## src/prq_pkg.sv

```systemverilog
`default_nettype none

package prq_pkg;

	localparam int ID_W = 5;
	localparam int PRIO_IN_W = 8;

	typedef enum logic [1:0] {
		OP_ENQUEUE = 2'd0,
		OP_SET_READY = 2'd1,
		OP_PICK = 2'd2,
		OP_NOP = 2'd3
	} op_t;

	typedef enum logic [1:0] {
		ST_IDLE,
		ST_WALK,
		ST_DONE
	} state_t;

endpackage

`default_nettype wire

```

## src/prq_ram.sv

```systemverilog
`default_nettype none

module prq_ram #(
	parameter int WIDTH = 14,
	parameter int DEPTH = 16
) (
	input wire logic clk,
	input wire logic we,
	input wire logic [$clog2(DEPTH)-1:0] waddr,
	input wire logic [WIDTH-1:0] wdata,
	input wire logic re,
	input wire logic [$clog2(DEPTH)-1:0] raddr,
	output logic [WIDTH-1:0] rdata
);

	logic [WIDTH-1:0] mem_q [DEPTH];

	always_ff @(posedge clk) begin
		if (we) begin
			mem_q[waddr] <= wdata;
		end
		if (re) begin
			rdata <= mem_q[raddr];
		end
	end

endmodule

`default_nettype wire

```

## src/priority_ready_queue_unit.sv

```systemverilog
// A word with a walk (enqueue, set-ready, pick) walks the slot store from slot zero up to
// the last slot and then shows its result word; a walk ends early at the first empty slot.
// The slot store is visited one slot per cycle through a single RAM read port and a single
// write port. A new word is accepted only in the idle state, once the last result is loaded.
// No-op, and enqueue or set-ready with task id zero, skip the walk and go straight to the
// result word. Reset: per-slot valid bits clear at once.
`default_nettype none

module priority_ready_queue_unit #(
	parameter int SLOTS = 16,
	parameter int PRIORITY_BITS = 8
) (
	input wire logic clk,
	input wire logic arst_n,
	input wire logic in_valid,
	output logic in_ready,
	input wire logic [1:0] operation,
	input wire logic [prq_pkg::ID_W-1:0] task_id,
	input wire logic [prq_pkg::PRIO_IN_W-1:0] task_priority,
	input wire logic ready_flag,
	output logic out_valid,
	input wire logic out_ready,
	output logic picked_valid,
	output logic [prq_pkg::ID_W-1:0] picked_id,
	output logic overflow
);

	localparam int IDX_W = $clog2(SLOTS);
	localparam int EW = prq_pkg::ID_W + PRIORITY_BITS + 1;
	localparam logic [IDX_W-1:0] LAST = IDX_W'(SLOTS - 1);

	prq_pkg::state_t state_q, state_d;
	prq_pkg::op_t op_q;

	logic [prq_pkg::ID_W-1:0] item_id_q;
	logic [PRIORITY_BITS-1:0] item_prio_q;
	logic item_rdy_q;
	logic [PRIORITY_BITS-1:0] in_prio;

	logic [IDX_W-1:0] rd_idx_q;
	logic issue_q;
	logic proc_s1;
	logic [IDX_W-1:0] idx_s1;
	logic moving_q;
	logic found_q;
	logic res_valid_q;
	logic [prq_pkg::ID_W-1:0] res_id_q;
	logic res_ovf_q;
	logic [SLOTS-1:0] valid_q;

	logic ram_we;
	logic [IDX_W-1:0] ram_waddr;
	logic [EW-1:0] ram_wdata;
	logic ram_re;
	logic [EW-1:0] ram_rdata;

	logic [prq_pkg::ID_W-1:0] rd_id;
	logic [PRIORITY_BITS-1:0] rd_prio;
	logic rd_rdy;
	logic occ;
	logic last;

	logic accept;
	logic start_walk;
	logic finish;
	logic v_we;
	logic [IDX_W-1:0] v_idx;
	logic v_val;
	logic clr_last;
	logic item_load;
	logic moving_d;
	logic found_set;
	logic ovf_set;
	logic load_out;

	generate
		if (PRIORITY_BITS <= prq_pkg::PRIO_IN_W) begin : g_prio_trunc
			assign in_prio = task_priority[PRIORITY_BITS-1:0];
		end else begin : g_prio_ext
			assign in_prio = {{(PRIORITY_BITS - prq_pkg::PRIO_IN_W){1'b0}}, task_priority};
		end
	endgenerate

	assign rd_id = ram_rdata[EW-1 -: prq_pkg::ID_W];
	assign rd_prio = ram_rdata[PRIORITY_BITS:1];
	assign rd_rdy = ram_rdata[0];
	assign occ = valid_q[idx_s1] && (rd_id != '0);
	assign last = (idx_s1 == LAST);

	assign accept = in_valid && in_ready;
	assign ram_re = (state_q == prq_pkg::ST_WALK) && issue_q;

	prq_ram #(
		.WIDTH(EW),
		.DEPTH(SLOTS)
	) u_store (
		.clk(clk),
		.we(ram_we),
		.waddr(ram_waddr),
		.wdata(ram_wdata),
		.re(ram_re),
		.raddr(rd_idx_q),
		.rdata(ram_rdata)
	);

	always_ff @(posedge clk or negedge arst_n) begin
		if (!arst_n) begin
			state_q <= prq_pkg::ST_IDLE;
		end else begin
			state_q <= state_d;
		end
	end

	always_comb begin
		state_d = state_q;
		in_ready = 1'b0;
		start_walk = 1'b0;
		finish = 1'b0;
		ram_we = 1'b0;
		ram_waddr = idx_s1;
		ram_wdata = {item_id_q, item_prio_q, item_rdy_q};
		v_we = 1'b0;
		v_idx = idx_s1;
		v_val = 1'b0;
		clr_last = 1'b0;
		item_load = 1'b0;
		moving_d = moving_q;
		found_set = 1'b0;
		ovf_set = 1'b0;
		load_out = 1'b0;
		unique case (state_q)
			prq_pkg::ST_IDLE: begin
				in_ready = 1'b1;
				if (in_valid) begin
					if (prq_pkg::op_t'(operation) == prq_pkg::OP_PICK ||
						((prq_pkg::op_t'(operation) == prq_pkg::OP_ENQUEUE ||
						prq_pkg::op_t'(operation) == prq_pkg::OP_SET_READY) &&
						task_id != '0)) begin
						start_walk = 1'b1;
						state_d = prq_pkg::ST_WALK;
					end else begin
						state_d = prq_pkg::ST_DONE;
					end
				end
			end
			prq_pkg::ST_WALK: begin
				if (proc_s1) begin
					case (op_q)
						prq_pkg::OP_ENQUEUE: begin
							if (!occ) begin
								ram_we = 1'b1;
								v_we = 1'b1;
								v_val = 1'b1;
								finish = 1'b1;
							end else begin
								moving_d = moving_q || (rd_prio < item_prio_q);
								if (moving_d) begin
									ram_we = 1'b1;
									item_load = 1'b1;
								end
								if (last) begin
									ovf_set = 1'b1;
									finish = 1'b1;
								end
							end
						end
						prq_pkg::OP_SET_READY: begin
							if (!occ) begin
								finish = 1'b1;
							end else begin
								if (rd_id == item_id_q && rd_prio == item_prio_q) begin
									ram_we = 1'b1;
									ram_wdata = {rd_id, rd_prio, item_rdy_q};
								end
								if (last) begin
									finish = 1'b1;
								end
							end
						end
						prq_pkg::OP_PICK: begin
							if (!found_q) begin
								if (!occ) begin
									finish = 1'b1;
								end else if (rd_rdy) begin
									found_set = 1'b1;
									if (last) begin
										clr_last = 1'b1;
										finish = 1'b1;
									end
								end else if (last) begin
									finish = 1'b1;
								end
							end else begin
								ram_we = occ;
								ram_waddr = idx_s1 - IDX_W'(1);
								ram_wdata = ram_rdata;
								v_we = 1'b1;
								v_idx = idx_s1 - IDX_W'(1);
								v_val = occ;
								if (!occ) begin
									finish = 1'b1;
								end else if (last) begin
									clr_last = 1'b1;
									finish = 1'b1;
								end
							end
						end
						default: begin
							finish = 1'b1;
						end
					endcase
				end
				if (finish) begin
					state_d = prq_pkg::ST_DONE;
				end
			end
			prq_pkg::ST_DONE: begin
				if (!out_valid || out_ready) begin
					load_out = 1'b1;
					state_d = prq_pkg::ST_IDLE;
				end
			end
			default: begin
				state_d = prq_pkg::ST_IDLE;
			end
		endcase
	end

	always_ff @(posedge clk or negedge arst_n) begin
		if (!arst_n) begin
			issue_q <= 1'b0;
			proc_s1 <= 1'b0;
			rd_idx_q <= '0;
			idx_s1 <= '0;
			moving_q <= 1'b0;
			found_q <= 1'b0;
			res_valid_q <= 1'b0;
			res_id_q <= '0;
			res_ovf_q <= 1'b0;
			valid_q <= '0;
			out_valid <= 1'b0;
			picked_valid <= 1'b0;
			picked_id <= '0;
			overflow <= 1'b0;
		end else begin
			if (accept) begin
				issue_q <= start_walk;
				proc_s1 <= 1'b0;
				rd_idx_q <= '0;
				moving_q <= 1'b0;
				found_q <= 1'b0;
				res_valid_q <= 1'b0;
				res_id_q <= '0;
				res_ovf_q <= 1'b0;
			end else if (state_q == prq_pkg::ST_WALK) begin
				proc_s1 <= issue_q && !finish;
				idx_s1 <= rd_idx_q;
				moving_q <= moving_d;
				if (issue_q) begin
					if (rd_idx_q == LAST || finish) begin
						issue_q <= 1'b0;
					end else begin
						rd_idx_q <= rd_idx_q + IDX_W'(1);
					end
				end
				if (finish) begin
					issue_q <= 1'b0;
				end
				if (found_set) begin
					found_q <= 1'b1;
					res_valid_q <= 1'b1;
					res_id_q <= rd_id;
				end
				if (ovf_set) begin
					res_ovf_q <= 1'b1;
				end
			end
			if (v_we) begin
				valid_q[v_idx] <= v_val;
			end
			if (clr_last) begin
				valid_q[SLOTS-1] <= 1'b0;
			end
			if (load_out) begin
				out_valid <= 1'b1;
				picked_valid <= res_valid_q;
				picked_id <= res_id_q;
				overflow <= res_ovf_q;
			end else if (out_ready) begin
				out_valid <= 1'b0;
			end
		end
	end

	always_ff @(posedge clk) begin
		if (item_load) begin
			item_id_q <= rd_id;
			item_prio_q <= rd_prio;
			item_rdy_q <= rd_rdy;
		end else if (accept) begin
			op_q <= prq_pkg::op_t'(operation);
			item_id_q <= task_id;
			item_prio_q <= in_prio;
			item_rdy_q <= ready_flag;
		end
	end

	assert property (@(posedge clk) disable iff (!arst_n)
		out_valid |-> (picked_valid == (picked_id != '0)))
		else $error("picked_valid disagrees with picked_id");

	assert property (@(posedge clk) disable iff (!arst_n)
		out_valid && overflow |-> !picked_valid)
		else $error("overflow and pick result in one word");

	assert property (@(posedge clk) disable iff (!arst_n)
		ram_we |-> (state_q == prq_pkg::ST_WALK) && proc_s1)
		else $error("store written outside a walk");

	assert property (@(posedge clk) disable iff (!arst_n)
		finish |=> (state_q == prq_pkg::ST_DONE) && !proc_s1)
		else $error("walk did not end after finish");

	assert property (@(posedge clk) disable iff (!arst_n)
		(state_q == prq_pkg::ST_WALK) && ram_we && (op_q == prq_pkg::OP_PICK) |->
		found_q && (idx_s1 != '0))
		else $error("pick shift without a found entry");

endmodule

`default_nettype wire

```

## config.mk

```make
export PLATFORM = sky130hd
export DESIGN_NAME = priority_ready_queue_unit
export DESIGN_NICKNAME = d
export VERILOG_FILES = /design/src/prq_pkg.sv /design/src/prq_ram.sv /design/src/priority_ready_queue_unit.sv
export SDC_FILE = /design/constraint.sdc
export NUM_CORES = 1
export LEC_CHECK = 0
export CAP_MARGIN = 20
export CORE_MARGIN = 3
export CORE_UTILIZATION = 65
export CTS_BUF_LIST = sky130_fd_sc_hd__clkbuf_4 sky130_fd_sc_hd__clkbuf_8
export CTS_CLUSTER_DIAMETER = 200
export DETAILED_ROUTE_END_ITERATION = 7
export DONT_BUFFER_PORTS = 1
export PLACE_DENSITY = 0.87
export SYNTH_ARGS = -nofsm -noshare
export SYNTH_HDL_FRONTEND = slang
export SYNTH_HIERARCHICAL = 1
export SYNTH_SLANG_ARGS = --single-unit
```

## constraint.sdc

```tcl
create_clock -name clk -period 5.5 [get_ports clk]
set_input_delay 1.1 -clock clk [delete_from_list [all_inputs] [get_ports clk]]
set_output_delay 1.1 -clock clk [all_outputs]
set_load 0.02 [all_outputs]
```

==> flow_summary_export.csv <==
group,metric,value,unit
hold_path,min_path_type,"primary input to asynchronous set/reset pin",
cts,cts.path.max_buffers,3,
place,io_buffers,0,
drt,dr.pass1.iters,5,
place,dpl.hpwl,19500,um
place,routabilityCongestion,0.940,
pwr,peakVddDrop,0.290,mV
global_routing,grt_pass1_wl,46600,um
finish,n_antenna_cell,0,
sta,final.setup.tns,0,ns
cts,cts_resized,0,
finish,layoutNonFillerInstCount,1115,
pwr,p_leak,4.85,nW
drt,via_per_inst,6.91,
finish,final_common_cell,"edfxtp_1",
sta,setup_violations,0,
global_routing,grt_max_degree,53,
drt,wire_per_inst,27.0,um
floorplan,coreArea,0.0191,mm2
logic_synthesis,async_reset_ff_share,14.8,%
cts,cts_tree,"built",
setup_path,reg2reg_to,"u_store/mem_q[1][11]",
cts,cts-root-buf,"clkbuf_8",
sta,slew_viol_final,0,
logic_synthesis,synth-seq-cells,298,
setup_path,worstPathRequired,5.74,ns
logic_synthesis,seq_area_frac_synth,67.9,%
finish,drive_gt1_share,22.8,%
global_routing,antenna_found_initial,0,
cts,clk_latency,0.58,ns
cts,cts.sink_count,298,
floorplan,io-pin-count,29,
cts,clk_pin_slew,0.06,ns
run,drv_cap,0,
floorplan,die_h,147,um
cts,cts_buffers,46,
setup_path,critPathArrivalTime,4.59,ns
sta,period_share,79.0,%
sta,rsz0062_at_grt,"no",
logic_synthesis,yosys_warnings,6,
setup_path,crit-reg2reg-launch,"idx_s1[0]",
cts,htreeDepth,2,
cts,post_cts_buffers,0,
logic_synthesis,synthCells,785,
setup_path,ff2ff_path_depth,9,
finish,final_cell_mix,"edfxtp_1, mux4_2, clkbuf_8, nand2_1, dfrtp_1",
logic_synthesis,synth.cell_area,0.0128,mm2
place,post-place-cells,1031,
drt,drt_iter0_drc,933,
floorplan,die_width,147,um
setup_path,crit_fanout,30,
floorplan,rows,50,
setup_path,crit_type,"flip-flop to flip-flop",
sta,finClkSkew,0.0274,ns
drt,vias,7708,
cts,ctsHoldBuffers,0,
floorplan,start_util,67.3,%
sta,worst_pin_slew,1.16,ns
global_routing,gr-total-overflow,0,
setup_path,critPathCaptureType,"flip-flop",
setup_path,r2r_slack,1.16,ns
finish,nets,854,
sta,period_needed,4.34,ns
logic_synthesis,synth_nets,820,
drt,detail-route-antenna-nets,0,
logic_synthesis,synth-edff-count,254,
logic_synthesis,ys_types,60,
logic_synthesis,syn_area_per_cell,16.4,um2
finish,syn_to_final_growth,9.70,%
drt,drc,0,
setup_path,startpoint_type,"flip-flop",
sta,timing.hold.ws,0.215,ns
sta,max_freq,0.230,GHz
pwr,power.density,427,mW/mm2
global_routing,globalRouteTotalUtil,28.6,%
run_status,run_status,"completed",
sta,hold_viol,0,
floorplan,die_area,0.0215,mm2
sta,slew-limit-headroom,22.2,%
drt,drt-total-wl,30100,um
global_routing,grt_pass1_vias,7843,
logic_synthesis,ys.flop_type,"edfxtp_1",
-- routing by layer --
| layer | wire, um | GRT usage [%] | share of wire (%) | vias to the layer above |
|---|---|---|---|---|
| met1 | 10900 | 39.1 | 36 | 3877 |
| met5 | 0 | 0 | 0 | - |
| met2 | 15100 | 45.6 | 50 | 521 |
| met3 | 2920 | 5.65 | 9.7 | 89 |
| li1 | - | - | - | 3221 |
| met4 | 1270 | 12.7 | 4.2 | 0 |
-- critical path, cell delays in order (launching register included) --
cell and delay (ns):
dfrtp_1 0.98, mux4_1 0.42, o22ai_1 0.09, or4_4 0.58, and2_4 0.22, a21o_1 0.15
a211oi_1 0.66, or3b_1 0.51, nor2_1 0.15, buf_4 0.27
-- power by group --
part	switching [mW]	internal [mW]	leakage, nW
registers	0.180	2.70	2.89
logic	0.780	0.509	1.46
clock network	0.838	1.01	0.502
total	1.80	4.22	4.85
-- synthesized netlist by cell type (all sizes together) (6+ instances only) --
| cell | count | area, um2 |
|---|---|---|
| o2bb2a | 7 | 70.1 |
| clkbuf | 18 | 67.6 |
| edfxtp | 254 | 7630 |
| nand3 | 10 | 50.1 |
| mux4 | 57 | 1290 |
| a32o | 9 | 90.1 |
| dfrtp | 44 | 1100 |
| inv | 27 | 101 |
| mux2 | 26 | 293 |
| ha | 15 | 188 |
| o21ai | 21 | 105 |
| nand2 | 47 | 176 |
| mux2i | 12 | 120 |
| o211ai | 9 | 67.6 |
| nor2b | 9 | 56.3 |
| nand4 | 6 | 37.5 |
| o22ai | 17 | 106 |
| a21oi | 31 | 155 |
| nor2 | 25 | 93.8 |
| nor3 | 9 | 45.0 |
| buf | 20 | 148 |
| a22oi | 28 | 210 |
| nand2b | 9 | 56.3 |
-- final cells by class --
| cell class | instances | area [um2] |
|---|---|---|
| flip-flops and latches | 298 | 8730 |
| fillers | 1068 | 4990 |
| multi-input cells | 422 | 3820 |
| clock buffers | 68 | 817 |
| well taps | 260 | 325 |
| repair buffers | 24 | 180 |
| clock inverters | 16 | 114 |
| inverters | 27 | 101 |
-- cells by family after synthesis --
kind of cell	share of synthesized area (%)
flip-flops	67.9
AO/OA/AOI/OAI	8.52
AND/OR/NAND/NOR	5.84
multiplexers	13.2
buffers and inverters	2.46
adder cells (fa/ha/maj)	1.46
XOR/XNOR	0.545
-- stage by stage --
stage               power, mW  setup WS (ns)  utilization, %  area [um2]
floorplan                3.78           1.60               -       12800
global placement         4.09           1.42            69.0       13200
detailed placement       4.18           1.28            69.0       13200
CTS                      6.03           1.26            73.9       14100
global route             6.25           1.04            73.9       14100
finish                   6.01           1.16            73.9       14100
-- sequential cells by signal (all words and copies together), names as in the netlist, 2 cells and up --
register,cells
op_q,2
picked_id,5
valid_q,16
idx_s1,4
item_prio_q,8
rd_idx_q,4
item_id_q,5
state_q,2
res_id_q,5
u_store/rdata,14
u_store/mem_q,224
-- worst max path at each step --
stage / slack (ns) / endpoint / from / depth (start not counted)
finish: 1.16 / u_store/mem_q[1][11] / idx_s1[0] / 9
global route: 1.04 / u_store/mem_q[1][11] / idx_s1[0] / 9
floorplan: 1.60 / u_store/mem_q[0][0] / idx_s1[0] / 10
detailed placement: 1.28 / u_store/mem_q[1][10] / idx_s1[0] / 9
global placement: 1.42 / u_store/mem_q[0][11] / idx_s1[0] / 9
CTS: 1.26 / u_store/mem_q[1][11] / idx_s1[0] / 9
Note: power is estimated with default switching activity, not from simulation.
